[config.mk]
export PLATFORM = sky130hd
export DESIGN_NAME = sound_channel_priority_allocator
export DESIGN_NICKNAME = d
export VERILOG_FILES = /design/src/sv/sca_pkg.sv /design/src/sv/sca_table.sv /design/src/sv/sca_alu.sv /design/src/sv/sound_channel_priority_allocator.sv
export SDC_FILE = /design/constraint.sdc
export NUM_CORES = 1
export LEC_CHECK = 0
export BUFFER_PORTS_ARGS = -buffer_cell sky130_fd_sc_hd__buf_2
export CAP_MARGIN = 25
export CORE_UTILIZATION = 35
export DETAILED_ROUTE_END_ITERATION = 16
export PLACE_DENSITY = 0.51
export SLEW_MARGIN = 0
export SYNTH_ARGS = -nofsm -noshare
export SYNTH_HDL_FRONTEND = slang
export SYNTH_SLANG_ARGS = --single-unit
[constraint.sdc]
create_clock -name clk -period 9.96 [get_ports clk]
set_clock_uncertainty 0.1 [all_clocks]
set_input_delay 0.996 -clock clk [delete_from_list [all_inputs] [get_ports clk]]
set_output_delay 0.996 -clock clk [all_outputs]
set_load 0.03 [all_outputs]
[src/sv/sca_pkg.sv]
`timescale 1ns / 1ps
// Shared constants and types for the sound channel priority allocator.
package sca_pkg;

  localparam int NUM_CHANNELS        = 8;
  localparam int MUSIC_CHANNEL_INDEX = 0;
  localparam int CODE_BITS           = 16;

  localparam int CH_W = (NUM_CHANNELS > 1) ? $clog2(NUM_CHANNELS) : 1;
  localparam logic [CH_W-1:0] LAST_CH = CH_W'(NUM_CHANNELS - 1);
  localparam logic [2:0] MUSIC_CH = 3'(MUSIC_CHANNEL_INDEX);
  localparam logic [15:0] CODE_MASK = 16'((32'd1 << CODE_BITS) - 32'd1);

  // Operation carried by the mode field of a transaction.
  localparam logic MODE_START = 1'b0;
  localparam logic MODE_TICK  = 1'b1;

  // Write request from the sequencer into the channel table.
  typedef struct packed {
    logic            en;
    logic [CH_W-1:0] idx;
    logic [7:0]      timer;
    logic [7:0]      prio;
  } sca_wr_t;

  // Flags and values produced by the shared compare/decrement unit.
  typedef struct packed {
    logic       busy;
    logic       expire;
    logic       eligible;
    logic [7:0] timer_dec;
  } sca_alu_t;

endpackage

[src/sv/sca_table.sv]
`timescale 1ns / 1ps
// Per-channel table of remaining-time counters and holding priorities.
module sca_table import sca_pkg::*; (
  input  logic            clk,
  input  logic            rst,
  input  sca_wr_t         wr,
  input  logic [CH_W-1:0] rd_idx,
  output logic [7:0]      rd_timer,
  output logic [7:0]      rd_prio
);

  logic [7:0] timer [NUM_CHANNELS];
  logic [7:0] prio  [NUM_CHANNELS];

  always_ff @(posedge clk) begin
    if (rst) begin
      for (int i = 0; i < NUM_CHANNELS; i++) begin
        timer[i] <= 8'd0;
        prio[i]  <= 8'd0;
      end
    end else if (wr.en) begin
      timer[wr.idx] <= wr.timer;
      prio[wr.idx]  <= wr.prio;
    end
  end

  assign rd_timer = timer[rd_idx];
  assign rd_prio  = prio[rd_idx];

endmodule

[src/sv/sca_alu.sv]
`timescale 1ns / 1ps
// Shared compare and decrement unit applied to one channel entry per cycle.
module sca_alu import sca_pkg::*; (
  input  logic [7:0] timer,
  input  logic [7:0] prio,
  input  logic [7:0] req_prio,
  output sca_alu_t   res
);

  always_comb begin
    res.busy      = (timer != 8'd0);
    res.timer_dec = timer - 8'd1;
    res.expire    = (timer == 8'd1);
    // A channel may be taken when idle or held at a priority not above the request.
    res.eligible  = !res.busy || (req_prio >= prio);
  end

endmodule

[src/sv/sound_channel_priority_allocator.sv]
`timescale 1ns / 1ps
// Sound channel priority allocator: a sequencer that scans the channel table.
//
// One transaction is taken at a time. After acceptance the sequencer visits
// the channels one per cycle through a single compare/decrement unit: a tick
// visits all NUM_CHANNELS channels, a start request stops at the first
// channel it is granted. The result is then held in an output register until
// it is taken, and only then is the next transaction accepted. No clearing
// pass is needed after reset.
module sound_channel_priority_allocator import sca_pkg::*; (
  input  logic        clk,
  input  logic        rst,
  input  logic        in_valid,
  output logic        in_stall,
  input  logic        mode,
  input  logic [7:0]  channel_mask,
  input  logic [15:0] sound_code,
  input  logic [7:0]  duration,
  input  logic [7:0]  priority_req,
  output logic        out_valid,
  input  logic        out_stall,
  output logic        write_valid,
  output logic [15:0] code_out,
  output logic [2:0]  granted_channel,
  output logic        music_stop,
  output logic        music_resume
);

  typedef enum logic [2:0] {
    ST_IDLE = 3'b001,
    ST_SCAN = 3'b010,
    ST_OUT  = 3'b100
  } state_t;

  state_t          state;
  logic [CH_W-1:0] ch;
  logic            held;

  logic            mode_r;
  logic [7:0]      mask_r;
  logic [15:0]     code_r;
  logic [7:0]      dur_r;
  logic [7:0]      prio_r;

  logic [7:0]      rd_timer;
  logic [7:0]      rd_prio;
  sca_alu_t        alu;
  sca_wr_t         wr;

  logic            is_music;
  logic            grant;
  logic            scan_done;
  logic            music_expire;

  sca_table u_table (
    .clk      (clk),
    .rst      (rst),
    .wr       (wr),
    .rd_idx   (ch),
    .rd_timer (rd_timer),
    .rd_prio  (rd_prio)
  );

  sca_alu u_alu (
    .timer    (rd_timer),
    .prio     (rd_prio),
    .req_prio (prio_r),
    .res      (alu)
  );

  always_comb begin
    is_music     = (3'(ch) == MUSIC_CH);
    grant        = (state == ST_SCAN) && (mode_r == MODE_START) && mask_r[ch] &&
                   alu.eligible;
    scan_done    = grant || (ch == LAST_CH);
    music_expire = (state == ST_SCAN) && (mode_r == MODE_TICK) && alu.expire && is_music;

    wr       = '0;
    wr.idx   = ch;
    wr.timer = rd_timer;
    wr.prio  = rd_prio;
    if (state == ST_SCAN) begin
      if (mode_r == MODE_TICK) begin
        if (alu.busy) begin
          wr.en    = 1'b1;
          wr.timer = alu.timer_dec;
          if (alu.expire) begin
            wr.prio = 8'd0;
          end
        end
      end else if (grant && (dur_r != 8'd0)) begin
        wr.en    = 1'b1;
        wr.timer = dur_r;
        wr.prio  = prio_r;
      end
    end
  end

  always_ff @(posedge clk) begin
    if (rst) begin
      state <= ST_IDLE;
      held  <= 1'b0;
      ch    <= '0;
    end else begin
      case (state)
        ST_IDLE: begin
          if (in_valid) begin
            mode_r          <= mode;
            mask_r          <= channel_mask;
            code_r          <= sound_code;
            dur_r           <= duration;
            prio_r          <= priority_req;
            ch              <= '0;
            write_valid     <= 1'b0;
            code_out        <= 16'd0;
            granted_channel <= 3'd0;
            music_stop      <= 1'b0;
            music_resume    <= 1'b0;
            state           <= ST_SCAN;
          end
        end
        ST_SCAN: begin
          if (music_expire) begin
            music_resume <= 1'b1;
            held         <= 1'b0;
          end
          if (grant) begin
            write_valid     <= 1'b1;
            code_out        <= code_r & CODE_MASK;
            granted_channel <= 3'(ch);
            if ((dur_r != 8'd0) && is_music) begin
              music_stop <= 1'b1;
              held       <= 1'b1;
            end
          end
          if (scan_done) begin
            state <= ST_OUT;
          end else begin
            ch <= ch + 1'b1;
          end
        end
        ST_OUT: begin
          if (!out_stall) begin
            state <= ST_IDLE;
          end
        end
        default: state <= ST_IDLE;
      endcase
    end
  end

  assign in_stall  = (state != ST_IDLE);
  assign out_valid = (state == ST_OUT);

  // A timed grant of the music channel leaves the music marked as held.
  a_stop_sets_held: assert property (@(posedge clk) disable iff (rst)
    out_valid && music_stop |-> held)
    else $error("music stopped but not marked held");

  // A stop only comes with a grant, and never together with a resume.
  a_stop_needs_grant: assert property (@(posedge clk) disable iff (rst)
    out_valid && music_stop |-> write_valid && !music_resume)
    else $error("music stop without grant or with resume");

  // Ticks never grant a channel.
  a_tick_no_grant: assert property (@(posedge clk) disable iff (rst)
    out_valid && (mode_r == MODE_TICK) |-> !write_valid)
    else $error("tick produced a grant");

  // The scan counter never runs past the last channel.
  a_ch_range: assert property (@(posedge clk) disable iff (rst)
    state == ST_SCAN |-> ch <= LAST_CH)
    else $error("channel counter out of range");

endmodule

### Yosys cells after proc, flatten, opt, wreduce, memory -nomap -nowiden

Memories as Yosys holds them, arrays and structs flattened. A register that Yosys moved wholly into a read port is not among the register bits.
Cells that the tools add are included.

* register bits after elaboration: 69
* latch bits: 0
* bits in writable memories: 128
* ROM bits: 0
* word-level logic and storage cells: 102
* memories: 2

Memory list
* u_table.prio: depth 8, bits a word 8, read ports 1, clocked after Yosys merged registers in 1, wr ports 8, RTL line sca_table.sv:13 `logic [7:0] prio [NUM_CHANNELS];`
* u_table.timer: depth 8, bits a word 8, read ports 1, clocked after Yosys merged registers in 1, wr ports 8, RTL line sca_table.sv:12 `logic [7:0] timer [NUM_CHANNELS];`

* add/subtract/negate cells: 2
* multiply operators: 0
* divide/modulo/power cells: 0
* order comparisons: 2
* equality and inequality tests: 13
* shifts and indexed selects: 0
* mux-type cells: 46
* bitwise gates (word level): 2
* reductions and logical operators: 23

Operators by type and width (count)
* $mux W16: 6
* $mux W3: 12
* $pmux W16 S2: 1
* $mux W8: 3
* $mux W1: 17
* $reduce_bool A8 Y1: 2
* $reduce_or A8 Y1: 2
* $ne A2 B2 Y1 const B: 6
* $pmux W3 S2: 2
* $pmux W3 S3: 1
* $reduce_and A3 Y1: 3
* $eq A8 B1 Y1 const B: 1
* $ge A8 B8 Y1: 1
* $logic_and A1 B1 Y1: 8
* $reduce_and A4 Y1: 2
* $sub A8 B1 Y8 const B: 1
* $eq A3 B3 Y1 const B: 2
* $pmux W1 S2: 3
* $reduce_and A5 Y1: 1
* $lt A3 B4 Y1 const B: 1
* $add A3 B1 Y3 const B: 1
* $bmux W1 S3: 1
* $eq A3 B1 Y1 const B: 1
* $eq A3 B2 Y1 const B: 1
* other kinds (7): 9

### Longest topological paths before layout

Gate-level depths: netlist of run 1.

* depth after elaboration: 13
* mapped depth: 17
* depth with buffers taken out: 11

### Modules after synthesis

A second synthesis of run 1 with hierarchy kept.

* cell total of the unflattened synthesis: 647
* area, all modules: 9252.6 µm²

Modules (own cells, without submodules)
* sca_table: times used 1, cells each 373, area each 5865.6 µm²
* sound_channel_priority_allocator: times used 1, cells each 224, area each 3010.4 µm²
* sca_alu: times used 1, cells each 50, area each 376.6 µm²

### Least setup slack after synthesis of run 1

Ideal clock, no wire load.

* kind: register to register
* start: reg with a tool-made name
* end: reg code_out[0], enable pin
* arrival time: 3.988 ns
* path slack: 5.468 ns
* stages on the path, launching flop included: 17
* clock period less this slack: 4.492 ns
* cells stage by stage: dfxtp_1 buf_6 buf_6 buf_6 buf_1 buf_2 mux4_2 mux2i_1 ha_1 a21o_1 a31oi_1 o21ai_0 nand2_1 o21ai_4 and2_1 inv_1 a21oi_1

RTL lines
* to (signal assigned): RTL line sound_channel_priority_allocator.sv:129 `code_out <= code_r & CODE_MASK;`
* to (decl): RTL line sound_channel_priority_allocator.sv:23 `output logic [15:0] code_out,`

==> results.yml, run 1 <==
floorplan:
  ioPinCount: 69
  row_count: 58
  coreArea_mm2: 0.0254
  die_h_um: 164
  initial_core_util_pct: 36.0
  die-area_mm2: 0.0268
  die_w_um: 164
synth:
  synth_warnings: 0
  synthesis.nets: 686
  ys_seq_area_share_pct: 64.7
  async_flop_share_pct: 0
  syn_avg_cell_area_um2: 14.6
  synth_ff_type: "edfxtp_1"
  synth-edff-count: 191
  syn-cell-area_mm2: 0.00915
  netlist_instances: 628
  synth-seq-cells: 200
  synth_cell_types: 65
place:
  placedCellCount: 998
  dp_hpwl_mm: 17.4
  portBuffers: 68
  gp_congestion: 0.897
clock_tree:
  cts.repair.resized: 0
  root_buffer: "clkbuf_16"
  htreeDepth: 4
  cts_tree: "built"
  worstSkewPairLatency_ns: 0.44
  clock-sinks: 200
  postCtsSetupRepairBufs: 0
  clkSlewWorstSetupHoldPaths_ns: 0.08
  numCtsBuffers: 17
  cts_max_path_buffers: 2
  hold_buffers: 0
routing:
  vias_per_cell: 5.37
  wl_per_cell_um: 23.9
  drc_errors: 0
  vias: 5541
  wirelength_mm: 24.6
  drtIter0Drc: 493
  final_antenna_net_count: 0
  first_pass_iters: 5
critical_path:
  ff2ff_path_depth: 9
  crit_family: "simple AND/OR/NAND/NOR gates"
  setup.worst_path.end_class: "register"
  r2r-end: "u_table.timer[5][4]"
  path_buf_inv: 1
  crit_fanout: 42
  crit_slowest_cell: "nand2_1"
  path_cells: "buf_4 -> mux4_2 -> mux2i_1 -> ha_1 -> nand3_1 -> o21ai_4 -> o2bb2ai_4 -> nand4_4 -> nand2_1"
  critPathLaunchType: "register"
  crit_arrival_ns: 5.16
  critPathMaxStageDelay_ns: 0.78
  crit_required_ns: 9.92
  crit_type: "reg2reg"
  rrSetupSlack_ns: 4.76
timing:
  finalSetupViolCount: 0
  clock.fmax_mhz: 192
  maxSlewViolCount: 0
  fin_tns_setup_ns: 0
  worst_pin_slew_ns: 1.05
  rsz0062_at_grt: "false"
  min_period_ns: 5.20
  slew_headroom_pct: 30.0
  hold_viol: 0
  post-route-period-util_pct: 52.3
final_layout:
  final_core_util_pct: 40.8
  fin_cells: 1031
  nNetsFinal: 746
  drive_gt1_share_pct: 25.4
  area_growth_pct: 13.3
grt:
  gr-total-overflow: 0
  grt_antenna_before_repair: 3
  grt_pass1_vias: 5700
  grt_pass1_wl_mm: 36.7
  grt_usage_pct: 19.4
  grt_start_max_net_pins: 43
hold_path:
  min-delay-start: "code_r[13]"
  hp-class: "reg2reg"
  whs_path_depth: 1
  worstHoldEndpoint: "code_out[13]"
power_and_ir_drop:
  power_density_mw_per_mm2: 171
  leakagePower_nw: 3.72
  vdd_drop_max_mv: 0.0949
run:
  maxCapViolations: 0
outcome:
  status: "finished clean"
[how the worst max path moves through the flow]
stage          startpoint             endpoint  cells past startpoint
5_1_grt          register  u_table.timer[5][4]                      9
6_report         register  u_table.timer[5][4]                      9
3_5_place_dp     register   u_table.prio[5][2]                      9
3_3_place_gp     register   u_table.prio[5][1]                      9
2_1_floorplan    register          code_out[0]                     16
4_1_cts          register  u_table.timer[5][6]                      9
[cell type report]
cell class,instances,area [um^2]
clock buffer,18,429
antenna,1,2.50
fill,2366,15000
tap,330,413
multi-input combinational,387,3020
sequential,200,5920
timing repair buffer,73,405
clock inverter,13,140
inverter,9,33.8
[cell usage in the layout (no fill, tap or decap), drive strengths merged, types with 2 or more instances in the layout]
cell type,instances
ha,13
or3,2
clkinvlp,2
inv,15
nand2,24
o31ai,2
nand4b,3
a22o,2
and2,20
edfxtp,191
nand3,7
a21oi,30
nand2b,5
mux2i,16
clkbuf,18
nor3b,4
or4,2
buf,73
dfxtp,9
mux2,2
a21o,2
nor3,12
a41oi,2
or2,2
a211oi,13
mux4,34
o21ai,9
a31oi,2
nor4,5
nor2,146
nand3b,2
clkinv,4
a2111oi,2
nand4,4
a221oi,3
a32o,2
[cell families after synthesis]
group / share of synthesized area [%]
DFF: 64.7
adders and majority gates: 1.78
AOI/OAI and AO/OA: 7.17
muxes: 10.5
and+or+nand+nor: 13.4
buffers and inverters: 2.38
[per-layer routing]
layer / track usage (%) / vias to the layer above / share of wire [%]
met5: 0 / - / 0.049
met1: 24.1 / 2826 / 40
met3: 5.56 / 34 / 7.0
met4: 5.89 / 2 / 1.9
li1: - / 2507 / -
met2: 32.5 / 172 / 51
[cell usage after synthesis (all sizes together), types with 2 or more instances]
master,number,area (um^2)
edfxtp,191,5740
inv,9,33.8
a21oi,30,180
nor3b,4,30.0
nand4b,3,71.3
clkbuf,10,37.5
or3,2,12.5
nor3,12,65.1
and2,20,125
nand4,4,85.1
a211oi,13,108
nor2,146,548
dfxtp,9,180
a221oi,3,45.0
ha,13,163
nor4,5,46.3
nand2b,5,31.3
a22o,2,17.5
nand2,24,90.1
a31oi,2,12.5
a41oi,2,17.5
a32o,2,20.0
o21ai,9,60.1
o31ai,2,28.8
mux4,34,766
a21o,2,15.0
or4,2,15.0
mux2i,16,176
mux2,2,22.5
nand3b,2,27.5
a2111oi,2,17.5
nand3,7,47.6
or2,2,12.5
buf,22,146
[power by group]
group	internal [mW]	switching [mW]	leakage [nW]
Sequential	0.951	0.0162	1.99
Combinational	0.0371	0.0847	1.46
Clock	0.353	0.325	0.276
Total	1.34	0.426	3.72
[worst reg2reg max path, cell delays in order, from the launching register on]
cell	delay [ns]
dfxtp_2	0.32
buf_4	0.49
mux4_2	0.64
mux2i_1	0.47
ha_1	0.30
nand3_1	0.41
o21ai_4	0.55
o2bb2ai_4	0.35
nand4_4	0.40
nand2_1	0.79
[stage by stage]
stage | total power [mW] | worst slack [ns] | hold WS, ns | area (um^2)
2_1_floorplan | 1.05 | 5.47 | 0.384 | 9150
3_3_place_gp | 1.10 | 4.91 | 0.398 | 9750
3_5_place_dp | 1.11 | 4.82 | 0.404 | 9780
4_1_cts | 1.78 | 4.78 | 0.421 | 10300
5_1_grt | 1.82 | 4.43 | 0.433 | 10400
6_report | 1.77 | 4.76 | 0.422 | 10400
[state kept, by name, indices dropped and copies added (netlist names), 8 cells and up, named ones only]
name and flops:
mask_r 8, code_r 16, u_table.timer 64, prio_r 8
u_table.prio 64, code_out 16, dur_r 8
Note: power is estimated with default switching activity, not from simulation.
==> run 2, diff against run 1 <==
--- a/config.mk
+++ b/config.mk
@@ -5,11 +5,12 @@
 export SDC_FILE = /design/constraint.sdc
 export NUM_CORES = 1
 export LEC_CHECK = 0
+export ABC_AREA = 1
 export BUFFER_PORTS_ARGS = -buffer_cell sky130_fd_sc_hd__buf_2
 export CAP_MARGIN = 25
 export CORE_UTILIZATION = 35
 export DETAILED_ROUTE_END_ITERATION = 16
-export PLACE_DENSITY = 0.51
+export PLACE_DENSITY = 0.53
 export SLEW_MARGIN = 0
 export SYNTH_ARGS = -nofsm -noshare
 export SYNTH_HDL_FRONTEND = slang
==> constraint.sdc (replaced) <==
create_clock -name clk -period 4.7 [get_ports clk]
set_clock_uncertainty 0.1 [all_clocks]
set_input_delay 0.47 -clock clk [delete_from_list [all_inputs] [get_ports clk]]
set_output_delay 0.47 -clock clk [all_outputs]
set_load 0.03 [all_outputs]
==> results.yml, run 2 <==
outcome:
  status: "finished clean"
grt:
  grt_start_max_net_pins: 66
  grt_usage_pct: 17.8
  gr-total-overflow: 0
  grt_pass1_wl_mm: 38.3
  grt_pass1_vias: 6768
  grt_antenna_before_repair: 0
power_and_ir_drop:
  leakagePower_nw: 4.88
  power_density_mw_per_mm2: 392
  power.total_mw: 4.34
  vdd_drop_max_mv: 0.222
timing:
  post-route-period-util_pct: 86.3
  min_period_ns: 4.06
  clock.fmax_mhz: 246
  fin_tns_setup_ns: 0
  rsz0062_at_grt: "false"
  maxSlewViolCount: 0
  hold_viol: 0
  finalSetupViolCount: 0
  slew_headroom_pct: 34.6
  worst_pin_slew_ns: 0.980
synth:
  synth-edff-count: 191
  netlist_instances: 995
  async_flop_share_pct: 0
  synthAdderAreaFrac_pct: 1.69
  syn-cell-area_mm2: 0.00960
  ys_top_cells_by_count: "edfxtp_1 (191), nand2_1 (190), inv_1 (155)"
  synthMuxAreaShare_pct: 0.208
  synth_ff_type: "edfxtp_1"
  synth_most_common_cell: "edfxtp_1"
  synth_top_family_by_area: "simple AND/OR/NAND/NOR gates"
  synth-simple-area-share_pct: 21.5
  synth-seq-cells: 200
  syn_avg_cell_area_um2: 9.65
  synthTopCellsByArea: "edfxtp_1 (60%), nand2_1 (7.4%), inv_1 (6.1%)"
  synth_top_area_share_pct: 59.7
  synthesis.nets: 1053
  yosysTopAreaCell: "edfxtp_1"
  synth_cell_types: 36
  synth_compound_area_share_pct: 6.38
  synth_warnings: 0
  synthXorXnorAreaFrac_pct: 0
  ys_seq_area_share_pct: 61.6
floorplan:
  die-area_mm2: 0.0281
  die_h_um: 168
  ioPinCount: 69
  initial_core_util_pct: 35.6
  coreArea_mm2: 0.0270
  die_w_um: 168
  row_count: 60
routing:
  wirelength_mm: 24.0
  vias_per_cell: 4.84
  final_antenna_net_count: 0
  vias: 6905
  wl_per_cell_um: 16.8
  drc_errors: 0
  first_pass_iters: 5
  drtIter0Drc: 568
final_layout:
  final_common_cell: "edfxtp_1"
  nNetsFinal: 1131
  final_cell_mix: "edfxtp_1 (191), nand2_1 (190), inv_1 (155)"
  reg.largest.list: "u_table.prio: 64 flops, u_table.timer: 64 flops"
  drive_gt1_share_pct: 16.4
  area_growth_pct: 15.2
  final_area_mm2: 0.0111
  diodes: 0
critical_path:
  crit_fanout: 39
  critPathLaunchType: "register"
  crit_arrival_ns: 4.15
  r2r-end: "u_table.timer[0][1]"
  crit_required_ns: 4.79
  rrSetupSlack_ns: 0.64
  crit_type: "reg2reg"
  setup.worst_path.end_class: "register"
  ff2ff_path_depth: 16
clock_tree:
  clock-sinks: 200
  cts_max_path_buffers: 2
  hold_buffers: 0
  postCtsSetupRepairBufs: 0
  worstSkewPairLatency_ns: 0.44
  numCtsBuffers: 17
  htreeDepth: 4
  cts_tree: "built"
  root_buffer: "clkbuf_16"
  cts.repair.resized: 0
  clkSlewWorstSetupHoldPaths_ns: 0.09
run:
  maxCapViolations: 0
hold_path:
  min-delay-start: "sound_code[0]"
  whs_path_depth: 1
  worstHoldEndpoint: "code_r[0]"
  hp-class: "in2reg"
place:
  dp_hpwl_mm: 16.8
  portBuffers: 68
  placement.cell_area_mm2: 0.0104
  gp_congestion: 0.829
==> run 2: power by group <==
group          internal (mW)  leakage (nW)  switching [mW]  total (mW)
sequential              2.03          1.99          0.0330        2.06
combinational          0.215          2.58           0.529       0.744
clock                  0.742         0.305           0.792        1.53
==> run 2: per-layer routing <==
| layer | GRT usage, % | vias up | share of wire (%) |
|---|---|---|---|
| met5 | 0 | - | 0 |
| met4 | 4.27 | 0 | 1.1 |
| met3 | 3.03 | 14 | 3.2 |
| met2 | 29.0 | 134 | 47 |
| met1 | 24.7 | 3326 | 49 |
| li1 | - | 3431 | - |
==> run 2: worst max-delay path, cell delays in order, from the launching register on <==
cell and delay (ns):
dfxtp_2 0.34, inv_2 0.50, o21ai_0 0.15, o22ai_1 0.28, mux2i_1 0.23, ha_1 0.34
a21oi_1 0.15, nor2_1 0.05, nor2_1 0.07, nand2_1 0.05, a211oi_1 0.31, nand2_4 0.14
nand3_4 0.21, nand2_4 0.16, nand3_2 0.32, nand2_1 0.14, buf_4 0.22
==> run 2: how the worst max path moves through the flow <==
stage / start / endpoint / slack (ns)
final: register / u_table.timer[0][1] / 0.64
after global routing: register / code_out[8] / 0.28
after CTS: register / u_table.timer[0][1] / 0.65
after detailed placement: register / u_table.prio[0][0] / 0.68
after global placement: register / u_table.timer[0][2] / 0.65
after floorplan: register / code_out[0] / 0.77
==> run 2: kinds of logic after synthesis <==
kind of cell | Yosys count
mux | 2
fa+ha+maj | 13
simple gates | 464
flops | 200
compound gates | 113
buf+inv | 203
==> run 2: metrics by stage <==
stage	setup slack [ns]	utilization, %	hold WS (ns)	std cells
finish	0.642	41.1	0.0912	1427
global route	0.283	41.1	0.0681	1427
CTS	0.654	41.1	0.0803	1427
detailed placement	0.683	38.7	0.428	1395
global placement	0.652	38.7	0.421	1394
floorplan	0.773	-	0.419	995
==> run 2: layout make-up <==
cell class,count,area (um^2)
Fill cell,2595,15900
Tap cell,341,427
Clock inverter,15,201
Clock buffer,17,425
Sequential cell,200,5920
Inverter,159,597
Multi-Input combinational cell,592,2870
Timing Repair Buffer,103,628
==> run 3, diff against run 2 <==
--- a/config.mk
+++ b/config.mk
@@ -5,7 +5,6 @@
 export SDC_FILE = /design/constraint.sdc
 export NUM_CORES = 1
 export LEC_CHECK = 0
-export ABC_AREA = 1
 export BUFFER_PORTS_ARGS = -buffer_cell sky130_fd_sc_hd__buf_2
 export CAP_MARGIN = 25
 export CORE_UTILIZATION = 35
==> results.yml, run 3 (same netlist as run 1, synthesis figures left out) <==
place:
  dp_hpwl_mm: 16.1
  gp_congestion: 0.886
  portBuffers: 68
power_and_ir_drop:
  power_frac_comb_pct: 6.8
  switching_share_pct: 23.7
  power_density_mw_per_mm2: 358
  vdd_drop_max_mv: 0.219
  pwr-share-seq_pct: 53.5
  clkPwrFrac_pct: 39.6
  power.total_mw: 3.82
  p_switching_mw: 0.905
  leakagePower_nw: 3.90
  p_int_mw: 2.91
hold_path:
  hp-class: "in2reg"
  min-delay-start: "priority_req[5]"
  worstHoldEndpoint: "prio_r[5]"
  whs_path_depth: 1
timing:
  hold_viol: 0
  min_period_ns: 4.26
  maxSlewViolCount: 0
  finalSetupViolCount: 0
  slew_headroom_pct: 39.8
  post-route-period-util_pct: 90.7
  worst_pin_slew_ns: 0.900
  clock.fmax_mhz: 235
  fin_tns_setup_ns: 0
  rsz0062_at_grt: "false"
routing:
  vias_per_cell: 5.32
  first_pass_iters: 5
  final_antenna_net_count: 0
  wl_per_cell_um: 21.4
  vias: 5679
  drtIter0Drc: 451
  drc_errors: 0
  wirelength_mm: 22.8
final_layout:
  regArea_mm2: 0.00592
  drive_gt1_share_pct: 29.3
  final_common_cell: "edfxtp_1"
  final_cell_mix: "edfxtp_1 (191), nor2_1 (145), buf_2 (68)"
  nNetsFinal: 783
  multi_input_area_mm2: 0.00302
  nFillCells: 2330
  area_growth_pct: 16.6
  diodes: 0
  reg.largest.list: "u_table.prio: 64 flops, u_table.timer: 64 flops"
critical_path:
  rrSetupSlack_ns: 0.44
  crit_slowest_cell: "dfxtp_1"
  setup.worst_path.end_class: "register"
  crit_fanout: 13
  crit_arrival_ns: 4.32
  critPathLaunchType: "register"
  path_cells: "mux4_2 -> mux2i_1 -> ha_1 -> a21o_1 -> a2111oi_0 -> o21ai_0 -> nand2_1 -> o21ai_4 -> and2_1 -> a221oi_2 -> nor2_1"
  critPathMaxStageDelay_ns: 0.69
  path_buf_inv: 0
  crit_required_ns: 4.76
  r2r-end: "u_table.timer[6][6]"
  crit_type: "reg2reg"
  crit_family: "compound AO/OA/AOI/OAI gates"
  ff2ff_path_depth: 11
grt:
  grt_pass1_vias: 5891
  grt_usage_pct: 17.9
  gr-total-overflow: 0
  grt_antenna_before_repair: 0
  grt_start_max_net_pins: 35
  grt_pass1_wl_mm: 34.7
clock_tree:
  postCtsSetupRepairBufs: 0
  cts_max_path_buffers: 2
  clock-sinks: 200
  cts.repair.resized: 0
  cts_tree: "built"
  htreeDepth: 4
  numCtsBuffers: 17
  root_buffer: "clkbuf_16"
  hold_buffers: 0
  clkSlewWorstSetupHoldPaths_ns: 0.08
  worstSkewPairLatency_ns: 0.44
floorplan:
  die_h_um: 164
  initial_core_util_pct: 36.0
  row_count: 58
  ioPinCount: 69
  die-area_mm2: 0.0268
  coreArea_mm2: 0.0254
  die_w_um: 164
outcome:
  status: "finished clean"
run:
  maxCapViolations: 0
## run 3: cell types whose count changed in the layout (fill, tap and decap cells not counted), sizes merged, moves of 16 or more
cell	before	now
nand2	202	24
o21ai	52	9
nand3	80	7
o22ai	16	0
mux4	0	34
and2	0	20
inv	169	17
## run 3: worst max path at each step
| stage | endpoint | slack, ns | depth (start not counted) |
|---|---|---|---|
| after floorplan | code_out[0] | 0.21 | 16 |
| after CTS | u_table.timer[6][6] | 0.41 | 11 |
| after global placement | u_table.timer[4][6] | 0.51 | 11 |
| after detailed placement | u_table.timer[6][6] | 0.47 | 11 |
| after global routing | u_table.timer[6][6] | 0.14 | 11 |
| final | u_table.timer[6][6] | 0.44 | 11 |
## run 3: power by group through the flow
stage          registers [mW]  clock network, mW  logic, mW
2_1_floorplan            2.09                  0      0.144
3_5_place_dp             2.08                  0      0.262
3_3_place_gp             2.08                  0      0.255
4_1_cts                  2.04               1.54      0.263
6_report                 2.04               1.51      0.261
5_1_grt                  2.05               1.61      0.281
## run 3: area by class of cell
| type | count | share of cell area (%) |
|---|---|---|
| inverter | 9 | 0.317 |
| clock inverter | 14 | 1.64 |
| multi-input combinational | 387 | 28.4 |
| sequential | 200 | 55.5 |
| clock buffer | 18 | 4.03 |
| timing repair buffer | 110 | 6.27 |
| tap | 330 | 3.87 |
## run 3: routing by layer
| layer | up-vias | GRT usage (%) | wire, um |
|---|---|---|---|
| met1 | 2878 | 22.9 | 9900 |
| met4 | 0 | 7.74 | 615 |
| li1 | 2582 | - | - |
| met5 | - | 0 | 0 |
| met3 | 41 | 3.05 | 1080 |
| met2 | 178 | 29.7 | 11200 |
## run 3: worst reg2reg max path, stage by stage (launching register included)
cell and delay (ns):
dfxtp_1 0.69, mux4_2 0.57, mux2i_1 0.20, ha_1 0.28
a21o_1 0.17, a2111oi_0 0.41, o21ai_0 0.23, nand2_1 0.20
o21ai_4 0.16, and2_1 0.28, a221oi_2 0.61, nor2_1 0.09
## run 3: per-stage QoR
step	setup WS (ns)	util (%)	instances	instance area (um^2)	hold WS [ns]
floorplan	0.208	-	628	9150	0.384
global placement	0.512	39.5	1035	10000	0.398
detailed placement	0.469	39.6	1036	10100	0.406
CTS	0.413	42.0	1068	10700	0.0881
global route	0.144	42.0	1068	10700	0.0824
finish	0.439	42.0	1068	10700	0.104
